### src/sv/rrp_pkg.sv
`default_nettype none

package rrp_pkg;

    localparam int KEY_BYTES_DEF  = 16;
    localparam int HASH_BYTES_DEF = 8;
    localparam int LEN_BITS_DEF   = 32;
    localparam int COUNT_W        = 5;

    localparam logic [7:0] CH_S = 8'h53;
    localparam logic [7:0] CH_P = 8'h50;
    localparam logic [7:0] CH_L = 8'h4C;
    localparam logic [7:0] CH_K = 8'h4B;
    localparam logic [7:0] CH_R = 8'h52;
    localparam logic [7:0] CH_N = 8'h4E;

    localparam logic [6:0] LEN_DIGIT_MASK = 7'h7F;

    localparam logic [2:0] TY_S = 3'd0;
    localparam logic [2:0] TY_P = 3'd1;
    localparam logic [2:0] TY_L = 3'd2;
    localparam logic [2:0] TY_K = 3'd3;
    localparam logic [2:0] TY_R = 3'd4;
    localparam logic [2:0] TY_N = 3'd5;

    localparam logic [1:0] FK_HASH  = 2'd0;
    localparam logic [1:0] FK_NAME  = 2'd1;
    localparam logic [1:0] FK_KEY   = 2'd2;
    localparam logic [1:0] FK_VALUE = 2'd3;

    typedef enum logic [1:0] {
        PH_TYPE,
        PH_VARINT,
        PH_BLOB,
        PH_FIXED
    } phase_t;

    typedef struct packed {
        logic       none;
        logic [1:0] kind;
    } field_t;

    typedef struct packed {
        logic       ok;
        logic [2:0] code;
    } type_dec_t;

    typedef struct packed {
        phase_t             phase;
        logic [2:0]         type_code;
        logic [1:0]         step;
        logic [COUNT_W-1:0] count;
        logic               reject;
        logic               complete;
    } ctl_t;

    typedef struct packed {
        logic [7:0] field_byte;
        logic       field_valid;
        logic [1:0] field_kind;
        logic       field_end;
        logic       field_empty;
        logic [2:0] record_type;
        logic       message_end;
        logic       message_ok;
    } result_t;

    localparam ctl_t CTL_RESET = '{
        phase:     PH_TYPE,
        type_code: TY_S,
        step:      2'd0,
        count:     '0,
        reject:    1'b0,
        complete:  1'b0
    };

    function automatic field_t field_at(input logic [2:0] tcode, input logic [1:0] step);
        field_t f;
        f.none = 1'b1;
        f.kind = FK_HASH;
        case (tcode)
            TY_S: begin
                case (step)
                    2'd0:    begin f.none = 1'b0; f.kind = FK_HASH; end
                    2'd1:    begin f.none = 1'b0; f.kind = FK_VALUE; end
                    default: f.none = 1'b1;
                endcase
            end
            TY_P: begin
                case (step)
                    2'd0:    begin f.none = 1'b0; f.kind = FK_NAME; end
                    2'd1:    begin f.none = 1'b0; f.kind = FK_KEY; end
                    2'd2:    begin f.none = 1'b0; f.kind = FK_VALUE; end
                    default: f.none = 1'b1;
                endcase
            end
            TY_L, TY_K: begin
                case (step)
                    2'd0:    begin f.none = 1'b0; f.kind = FK_NAME; end
                    2'd1:    begin f.none = 1'b0; f.kind = FK_KEY; end
                    default: f.none = 1'b1;
                endcase
            end
            TY_R, TY_N: begin
                case (step)
                    2'd0:    begin f.none = 1'b0; f.kind = FK_NAME; end
                    default: f.none = 1'b1;
                endcase
            end
            default: f.none = 1'b1;
        endcase
        return f;
    endfunction

    function automatic type_dec_t decode_type(input logic [7:0] b);
        type_dec_t d;
        d.ok   = 1'b1;
        d.code = TY_S;
        case (b)
            CH_S:    d.code = TY_S;
            CH_P:    d.code = TY_P;
            CH_L:    d.code = TY_L;
            CH_K:    d.code = TY_K;
            CH_R:    d.code = TY_R;
            CH_N:    d.code = TY_N;
            default: d.ok = 1'b0;
        endcase
        return d;
    endfunction

endpackage

`default_nettype wire

### src/sv/rrp_step.sv
`default_nettype none

module rrp_step #(
    parameter int KEY_BYTES  = rrp_pkg::KEY_BYTES_DEF,
    parameter int HASH_BYTES = rrp_pkg::HASH_BYTES_DEF,
    parameter int LEN_BITS   = rrp_pkg::LEN_BITS_DEF
) (
    input  wire rrp_pkg::ctl_t   ctl_cur,
    input  wire [LEN_BITS-1:0]   len_cur,
    input  wire [7:0]            data_byte,
    input  wire                  last_byte,
    output rrp_pkg::ctl_t        ctl_next,
    output logic [LEN_BITS-1:0]  len_next,
    output rrp_pkg::result_t     res_next
);
    import rrp_pkg::*;

    localparam logic [COUNT_W-1:0] NEED_HASH = COUNT_W'(HASH_BYTES);
    localparam logic [COUNT_W-1:0] NEED_KEY  = COUNT_W'(KEY_BYTES);

    ctl_t               c;
    logic [LEN_BITS-1:0] len;
    result_t            r;
    field_t             kind_f;
    field_t             nf;
    field_t             after_f;
    type_dec_t          td;
    logic               advance;
    logic               start;
    logic [1:0]         step_after;
    logic [COUNT_W-1:0] need;

    always_comb begin
        c          = ctl_cur;
        len        = len_cur;
        r          = '0;
        kind_f     = field_at(ctl_cur.type_code, ctl_cur.step);
        td         = decode_type(data_byte);
        advance    = 1'b0;
        start      = 1'b0;
        nf         = '0;
        after_f    = '0;
        step_after = 2'd0;
        need       = (kind_f.kind == FK_HASH) ? NEED_HASH : NEED_KEY;

        if (!c.reject && !c.complete) begin
            case (c.phase)
                PH_TYPE: begin
                    if (td.ok) begin
                        c.type_code = td.code;
                        c.step      = 2'd0;
                        start       = 1'b1;
                    end else begin
                        c.type_code = TY_S;
                        c.reject    = 1'b1;
                    end
                end
                PH_VARINT: begin
                    if (|len[LEN_BITS-1 -: 7]) begin
                        len = '1;
                    end else begin
                        len = {len[LEN_BITS-8:0], data_byte[6:0] & LEN_DIGIT_MASK};
                    end
                    if (!data_byte[7]) begin
                        if (len == '0) begin
                            r.field_end   = 1'b1;
                            r.field_empty = 1'b1;
                            r.field_kind  = kind_f.kind;
                            advance       = 1'b1;
                        end else begin
                            c.phase = PH_BLOB;
                        end
                    end
                end
                PH_BLOB: begin
                    r.field_valid = 1'b1;
                    r.field_byte  = data_byte;
                    r.field_kind  = kind_f.kind;
                    len           = len - 1'b1;
                    if (len == '0) begin
                        r.field_end = 1'b1;
                        advance     = 1'b1;
                    end
                end
                PH_FIXED: begin
                    r.field_valid = 1'b1;
                    r.field_byte  = data_byte;
                    r.field_kind  = kind_f.kind;
                    c.count       = c.count + 1'b1;
                    if (c.count >= need) begin
                        r.field_end = 1'b1;
                        advance     = 1'b1;
                    end
                end
                default: begin
                    c.reject = 1'b1;
                end
            endcase

            if (advance) begin
                c.step = c.step + 2'd1;
            end
            if (advance || start) begin
                nf = field_at(c.type_code, c.step);
                if (nf.none) begin
                    c.complete = 1'b1;
                end else if (nf.kind == FK_NAME || nf.kind == FK_VALUE) begin
                    c.phase = PH_VARINT;
                    len     = '0;
                end else begin
                    c.phase = PH_FIXED;
                    c.count = '0;
                end
            end

            // blob cut short by the end of the message
            if (last_byte && !c.reject && !c.complete && c.phase == PH_BLOB) begin
                r.field_end   = 1'b1;
                r.field_kind  = kind_f.kind;
                r.field_empty = !r.field_valid;
                step_after    = c.step + 2'd1;
                after_f       = field_at(c.type_code, step_after);
                if (after_f.none) begin
                    c.complete = 1'b1;
                end
            end
        end

        r.record_type = c.type_code;
        if (last_byte) begin
            r.message_end = 1'b1;
            r.message_ok  = c.complete && !c.reject;
            c             = CTL_RESET;
            len           = '0;
        end

        ctl_next = c;
        len_next = len;
        res_next = r;
    end

endmodule

`default_nettype wire

### src/sv/replication_record_parser.sv
`default_nettype none

// replication record parser
// input channel (s_): one message byte per beat, s_last_byte marks the final
// byte of a message. the first byte picks the record type, then the type's
// fields (hash, varint-prefixed blobs, record key) are walked byte by byte.
// output channel (m_): exactly one result beat per input beat, carrying the
// field byte and its kind, field end/empty flags, the record type and, on
// the last byte, message_end with accept (message_ok) or reject.
// each result beat is registered and appears in the cycle after its input
// byte is taken. throughput: one byte per cycle while the receiver does not stall.
// the receiver may stall: the result register holds its beat and a new byte
// is taken in the same cycle the held one is taken; with the result register
// full and m_ready low, s_ready is low.
// reset (aresetn low, synchronous): parse state returns to waiting for a
// type byte and the result register empties.
module replication_record_parser #(
    parameter int KEY_BYTES  = rrp_pkg::KEY_BYTES_DEF,
    parameter int HASH_BYTES = rrp_pkg::HASH_BYTES_DEF,
    parameter int LEN_BITS   = rrp_pkg::LEN_BITS_DEF
) (
    input  wire        aclk,
    input  wire        aresetn,
    input  wire        s_valid,
    output logic       s_ready,
    input  wire [7:0]  s_data_byte,
    input  wire        s_last_byte,
    output logic       m_valid,
    input  wire        m_ready,
    output logic [7:0] m_field_byte,
    output logic       m_field_valid,
    output logic [1:0] m_field_kind,
    output logic       m_field_end,
    output logic       m_field_empty,
    output logic [2:0] m_record_type,
    output logic       m_message_end,
    output logic       m_message_ok
);
    import rrp_pkg::*;

    ctl_t                ctl_reg;
    ctl_t                ctl_next;
    logic [LEN_BITS-1:0] len_reg;
    logic [LEN_BITS-1:0] len_next;
    result_t             res_reg;
    result_t             res_next;
    logic                m_valid_reg;
    logic                s_accept;

    rrp_step #(
        .KEY_BYTES  (KEY_BYTES),
        .HASH_BYTES (HASH_BYTES),
        .LEN_BITS   (LEN_BITS)
    ) u_step (
        .ctl_cur   (ctl_reg),
        .len_cur   (len_reg),
        .data_byte (s_data_byte),
        .last_byte (s_last_byte),
        .ctl_next  (ctl_next),
        .len_next  (len_next),
        .res_next  (res_next)
    );

    assign s_ready  = !m_valid_reg || m_ready;
    assign s_accept = s_valid && s_ready;

    always_ff @(posedge aclk) begin
        if (!aresetn) begin
            ctl_reg     <= CTL_RESET;
            len_reg     <= '0;
            m_valid_reg <= 1'b0;
        end else begin
            if (s_accept) begin
                ctl_reg     <= ctl_next;
                len_reg     <= len_next;
                m_valid_reg <= 1'b1;
            end else if (m_ready) begin
                m_valid_reg <= 1'b0;
            end
        end
    end

    always_ff @(posedge aclk) begin
        if (s_accept) begin
            res_reg <= res_next;
        end
    end

    assign m_valid       = m_valid_reg;
    assign m_field_byte  = res_reg.field_byte;
    assign m_field_valid = res_reg.field_valid;
    assign m_field_kind  = res_reg.field_kind;
    assign m_field_end   = res_reg.field_end;
    assign m_field_empty = res_reg.field_empty;
    assign m_record_type = res_reg.record_type;
    assign m_message_end = res_reg.message_end;
    assign m_message_ok  = res_reg.message_ok;

    a_ok_needs_end: assert property (@(posedge aclk) disable iff (!aresetn)
        (m_valid && m_message_ok) |-> m_message_end)
        else $error("message_ok without message_end");

    a_empty_needs_end: assert property (@(posedge aclk) disable iff (!aresetn)
        (m_valid && m_field_empty) |-> (m_field_end && !m_field_valid))
        else $error("field_empty without field_end or with a payload byte");

    a_last_resets: assert property (@(posedge aclk) disable iff (!aresetn)
        (s_accept && s_last_byte) |=> (ctl_reg == CTL_RESET && len_reg == '0))
        else $error("parse state not cleared after last byte");

    a_type_in_range: assert property (@(posedge aclk) disable iff (!aresetn)
        m_valid |-> (m_record_type <= TY_N))
        else $error("record_type out of range");

endmodule

`default_nettype wire

### config.mk
export PLATFORM = sky130hd
export DESIGN_NAME = replication_record_parser
export DESIGN_NICKNAME = d
export VERILOG_FILES = /design/src/sv/rrp_pkg.sv /design/src/sv/rrp_step.sv /design/src/sv/replication_record_parser.sv
export SDC_FILE = /design/constraint.sdc
export NUM_CORES = 1
export LEC_CHECK = 0
export BUFFER_PORTS_ARGS = -buffer_cell sky130_fd_sc_hd__buf_2
export CORE_MARGIN = 2
export CORE_UTILIZATION = 35
export CTS_BUF_LIST = sky130_fd_sc_hd__clkbuf_16
export DETAILED_ROUTE_END_ITERATION = 10
export HOLD_SLACK_MARGIN = 0.02
export SYNTH_ARGS = -nofsm -noshare
export SYNTH_HDL_FRONTEND = slang
export SYNTH_SLANG_ARGS = --single-unit
export TNS_END_PERCENT = 5
### constraint.sdc
create_clock -name aclk -period 14.75 [get_ports aclk]
set_clock_uncertainty 0.05 [all_clocks]
set_input_delay 2.2125 -clock aclk [delete_from_list [all_inputs] [get_ports aclk]]
set_output_delay 2.2125 -clock aclk [all_outputs]
set_load 0.05 [all_outputs]
=== Word level (Yosys, flattened, before mapping) ===
Index checks and enable logic that the tools add are counted.

* $add $sub $neg: 4
* Magnitude comparators: 1
* Equality and inequality tests: 28
* Muxes and demuxes: 82
* Reductions and logical operators: 40

{| class="wikitable"
|+ Operators by type and width
! cell !! number
|-
| $mux W32 || 8
|-
| $logic_not A32 Y1 || 2
|-
| $pmux W32 S2 || 1
|-
| $eq A8 B7 Y1 const B || 6
|-
| $mux W5 || 7
|-
| $mux W1 || 32
|-
| $sub A32 B1 Y32 const B || 1
|-
| $mux W2 || 15
|-
| $mux W14 || 2
|-
| $mux W9 || 2
|-
| $pmux W2 S4 || 2
|-
| $pmux W3 S5 || 1
|-
| $eq A2 B2 Y1 const B || 7
|-
| $reduce_or A2 Y1 || 7
|-
| $eq A3 B2 Y1 const B || 4
|-
| $eq A3 B3 Y1 const B || 4
|-
| $mux W4 || 3
|-
| $pmux W2 S3 || 2
|-
| $eq A2 B1 Y1 const B || 5
|-
| $logic_not A2 Y1 || 5
|-
| $pmux W1 S3 || 3
|-
| $pmux W3 S3 || 1
|-
| $reduce_or A3 Y1 || 3
|-
| $pmux W2 S2 || 2
|-
| other kinds (13) || 30
|}

* Bits in registers: 65
* Input port bits: 13
* Output and inout port bits: 20
* Word-level logic and storage cells: 171

=== Logic depth before layout (Yosys ltp) ===
* Depth in word-level cells: 32
* Depth in mapped cells: 23
* Depth with buffers taken out: 22

=== Hierarchy ===
A second synthesis with hierarchy kept.

* Cells, all modules: 713
* Area, all modules: 5,627.9 µm²

{| class="wikitable"
|+ Modules (own cells, without submodules)
! module !! instances !! cells an instance !! area each (µm²) !! seq. area each (µm²)
|-
| rrp_step || 1 || 491 || 3,214.3 || 0.0
|-
| replication_record_parser || 1 || 222 || 2,413.6 || 1,481.4
|}

=== Worst setup path before layout ===
OpenSTA, ideal clock, no wires.

* Path type: input-to-reg
* From: input port s_data_byte[1]
* To: register len_reg[10]
* Setup time: 0.059 ns
* Arrival: 5.531 ns
* Required time: 14.641 ns
* Slack: 9.111 ns
* Stages: 17
* Buffers on the path: 2
* Cell sequence: clkbuf_1 -> nor3_1 -> nand4_1 -> nor4_2 -> a22oi_1 -> a21boi_0 -> or3_1 -> xnor2_1 -> or2_2 -> ha_1 -> and3_1 -> o21ai_0 -> a21boi_0 -> o211ai_1 -> buf_2 -> a2111oi_0 -> o22a_1

* Word-level cells in the longest chain between the ends: 22
* Elaborated cells between the ends (all ways): 63
* Classes of those cells: 1 x add/sub; 15 x eq/ne; 36 x mux; 11 x reduce/logical

{| class="wikitable"
|+ RTL lines
! item !! RTL line !! source
|-
| start, declared || replication_record_parser.sv:26 || <nowiki>input wire [7:0] s_data_byte,</nowiki>
|-
| $mux W32 || rrp_step.sv:59 || <nowiki>if (|len[LEN_BITS-1 -: 7]) begin</nowiki>
|-
| $mux W32 || rrp_step.sv:47 || <nowiki>case (c.phase)</nowiki>
|-
| $mux W32 || rrp_step.sv:46 || <nowiki>if (!c.reject && !c.complete) begin</nowiki>
|-
| $logic_not A32 Y1 || rrp_step.sv:65 || <nowiki>if (len == '0) begin</nowiki>
|-
| $mux W1 || rrp_step.sv:65 ||
|-
| $mux W1 || rrp_step.sv:64 || <nowiki>if (!data_byte[7]) begin</nowiki>
|-
| $pmux W1 S3 || rrp_step.sv:47 ||
|-
| $mux W1 || rrp_step.sv:46 ||
|-
| (+6 left out) || n/a ||
|-
| $mux W2 || rrp_step.sv:46 ||
|-
| $eq A2 B1 Y1 or $eq A2 B2 Y1 (tied branches) || rrp_step.sv:107 || <nowiki>end else if (nf.kind == FK_NAME || nf.kind == FK_VALUE) begin</nowiki>
|-
| $logic_or A1 B1 Y1 || rrp_step.sv:107 ||
|-
| $mux W32 || rrp_step.sv:107 ||
|-
| $mux W32 || rrp_step.sv:105 || <nowiki>if (nf.none) begin</nowiki>
|-
| $mux W32 * || rrp_step.sv:103 || <nowiki>if (advance || start) begin</nowiki>
|-
| $mux W32 * || rrp_step.sv:46 ||
|-
| $mux W32 * || rrp_step.sv:130 || <nowiki>if (last_byte) begin</nowiki>
|-
| end signal, assigned || replication_record_parser.sv:75 || <nowiki>len_reg <= len_next;</nowiki>
|-
| end, declared || replication_record_parser.sv:43 || <nowiki>logic [LEN_BITS-1:0] len_reg;</nowiki>
|}

Every way passes the cells marked *; elsewhere a longest branch is shown, timed or not. The select of a mux whose other input is x is not followed.
A chain may end at the register's enable or synchronous reset.

=== Worst setup path in the final report ===
* From: register len_reg[5]
* To: register len_reg[27]

* Word-level cells in the longest chain between the ends: 22
* Elaborated cells between the ends (all ways): 41
* Classes of those cells: 1 x add/sub; 4 x eq/ne; 29 x mux; 7 x reduce/logical

{| class="wikitable"
|+ RTL lines
! item !! RTL line
|-
| parallel branches: the longest is 19 deep, another holds $sub A32 B1 Y32 || n/a
|-
| $mux W32 * || rrp_step.sv:103
|-
| $mux W32 * || rrp_step.sv:46
|-
| $mux W32 * || rrp_step.sv:130
|}

Mark *: on every way between the ends. The select of a mux whose other input is x is not followed.

==> impl_metrics.toml <==
[run_status]
outcome = "complete, no violations"

[finish]
diodes = 0
area_growth_pct = 9.43
drive_gt1_share_pct = 11.9
layout_common_cells = "o21ai_0, nand2_1, dfxtp_1"
largest_reg_flops = 32
final_nets = 692
final_common_cell = "o21ai_0"

[cts]
cts_resized = 0
cts_max_path_buffers = 2
clk_transition_reported_paths_ps = 50
cts_hold_buf = 0
cts_root_buf = "clkbuf_16"
cts_max_level = 3
clk_latency_ps = 340
cts.sinks = 65
cts_buffers = 9
cts_tree = "built"
post_cts.repair.setup_buffers = 0

[synthesis]
synth_edf_count = 18
synthCells = 665
synth_top_flop_cell = "dfxtp_1"
yosysSeqAreaShare_pct = 28.8
syn_area_um2 = 5140
synth_seq_cells = 65
syn_nets = 699
synth_cell_types = 62
synth_warnings = 0
avgSynthCellArea_um2 = 7.73
ys_async_sr_fraction_pct = 0

[pwr]
cellLeakagePower_nw = 2.26
power_density_nw_per_um2 = 78.1
total_power_w = 0.000439
peakVddDrop_mv = 0.0497

[routing]
dr.first_iter.drc_count = 550
wl_met2_um = 6920
viasPerCell = 6.21
avgRoutedWirePerCell_um = 18.4
drc = 0
route.met3.wl_um = 1160
vias = 5257
routed_wl_um = 15500
wl_met1_um = 7130
routed.top_layer = "met4"
ant_nets = 0
firstDrtPassIters = 5

[place]
dp_hpwl_um = 10500
portBuffers = 32
gp_congestion = 0.879

[sta]
hold_slack_ps = 442
final.period_utilization_pct = 42.8
fin_crit_ps = 6310
fmax_mhz = 158
tightest_slew_ps = 1110
fin_setup_tns_ps = 0
slew_violations = 0
slew_headroom_pct = 26.0
rsz0062_at_grt = "false"
final-hold-violation-count = 0
finalSetupViolCount = 0

[grt]
overflow = 0
grt_pass1_wl_um = 25300
antenna_found_initial = 0
grt_pass1_vias = 4878
grt_max_degree = 48
grt_use_total_pct = 19.7

[floorplanning]
start_util_pct = 35.6
dieArea_um2 = 15700
die_h_um = 125
io_pins = 33
die_w_um = 125
rows = 44
core_area_um2 = 14400

[critical_path]
cp_data_arrival_time_ps = 6530
cp_max_fo = 31
worst_r2r_endpoint = "len_reg[27]$_SDFFE_PN0P_"
r2r_slack_ps = 8440
cp.required_ps = 14970
r2r_cells = 17
worstSetupEndpointType = "flop"
worst_setup_path_start_kind = "flop"
setup.worst_path.class = "flop to flop"
r2r-start = "len_reg[5]$_SDFFE_PN0P_"

[min_path]
min-delay-start = "len_reg[28]$_SDFFE_PN0P_"
hold_depth = 2
worstHoldEndpoint = "len_reg[28]$_SDFFE_PN0P_"
hold_path_class = "flop to flop"

[run]
maxCapViolCount = 0
-- how the worst max path moves through the flow --
| stage | startpoint | end | slack, ps |
|---|---|---|---|
| floorplan | s_data_byte[1] | len_reg[10]$_SDFFE_PN0P_ | 9110 |
| global placement | s_data_byte[2] | len_reg[27]$_SDFFE_PN0P_ | 8630 |
| detailed placement | s_data_byte[2] | len_reg[27]$_SDFFE_PN0P_ | 8560 |
| CTS | len_reg[5]$_SDFFE_PN0P_ | len_reg[29]$_SDFFE_PN0P_ | 8640 |
| global route | len_reg[16]$_SDFFE_PN0P_ | len_reg[27]$_SDFFE_PN0P_ | 8190 |
| finish | len_reg[5]$_SDFFE_PN0P_ | len_reg[27]$_SDFFE_PN0P_ | 8440 |
-- final cells by class --
| class | instances | area, um2 |
|---|---|---|
| clock buffers | 9 | 225 |
| fillers | 1488 | 8800 |
| flip-flops and latches | 65 | 1480 |
| multi-input cells | 521 | 3340 |
| clock inverters | 7 | 56.3 |
| well taps | 184 | 230 |
| repair buffers | 38 | 205 |
| inverters | 23 | 86.3 |
-- critical path, stage by stage (launching register included) --
cell,delay (ps)
dfxtp_1,440
or4_4,600
or4_4,630
nor4_1,570
xor2_1,190
nor4_1,720
a21boi_0,240
or3_1,400
xnor2_1,160
or2_2,320
ha_1,190
nor2b_1,130
o21ai_0,260
a21boi_0,220
o211ai_1,110
buf_4,250
a2111oi_0,520
o22a_1,230
-- cell families (layout without fill, tap and decap cells) --
group | Yosys count | after routing | synth area share, %
AO/OA/AOI/OAI | 233 | 233 | 31.1
XOR/XNOR | 21 | 21 | 3.58
flip-flops | 65 | 65 | 28.8
buffers and inverters | 79 | 77 | 6.21
adder cells (fa/ha/maj) | 21 | 21 | 5.11
multiplexers | 5 | 5 | 0.974
AND/OR/NAND/NOR | 241 | 241 | 24.1
-- layer usage --
metal	up-vias	track usage, %
met2	236	31.2
met1	2519	26.7
met3	32	3.64
met5	-	0
met4	0	7.58
li1	2470	-
-- synth_stat cells, types with 6 or more instances --
| library cell | number | share of area [%] |
|---|---|---|
| a2111oi_0 | 12 | 2.0 |
| a211oi_1 | 8 | 1.2 |
| a21oi_1 | 30 | 2.9 |
| a221oi_1 | 7 | 1.2 |
| a22o_1 | 12 | 2.0 |
| a22oi_1 | 9 | 1.3 |
| a31o_2 | 7 | 1.2 |
| and2_1 | 9 | 1.1 |
| buf_2 | 6 | 0.58 |
| clkbuf_1 | 47 | 3.4 |
| dfxtp_1 | 47 | 18 |
| edfxtp_1 | 18 | 11 |
| ha_1 | 21 | 5.1 |
| inv_1 | 22 | 1.6 |
| nand2_1 | 74 | 5.4 |
| nand2b_1 | 6 | 0.73 |
| nand3_1 | 11 | 1.1 |
| nand3b_1 | 9 | 1.3 |
| nor2_1 | 41 | 3.0 |
| nor2b_1 | 7 | 0.85 |
| nor3_1 | 24 | 2.3 |
| nor4_1 | 13 | 1.6 |
| o211a_1 | 9 | 1.8 |
| o211ai_1 | 11 | 1.6 |
| o21ai_0 | 79 | 7.7 |
| o22a_1 | 12 | 2.0 |
| o31ai_1 | 9 | 1.3 |
| or2_2 | 10 | 1.2 |
| or3_1 | 10 | 1.2 |
| xnor2_1 | 8 | 1.4 |
| xor2_1 | 13 | 2.2 |
-- where the power goes --
part | switching, W | internal [W] | leakage (nW)
Clock | 0.0000790 | 0.000128 | 0.153
Sequential | 0.00000165 | 0.000187 | 0.561
Combinational | 0.0000336 | 0.00000972 | 1.54
Total | 0.000114 | 0.000325 | 2.26
-- metrics by stage --
step / utilization, % / setup WS (ps) / instance area, um2 / std cells
after floorplan: - / 9110 / 5140 / 665
after global placement: 37.0 / 8630 / 5340 / 831
after detailed placement: 37.0 / 8560 / 5340 / 831
after CTS: 39.0 / 8640 / 5620 / 847
after global routing: 39.0 / 8190 / 5620 / 847
final: 39.0 / 8440 / 5620 / 847
Power figures use the tool's default switching activity.
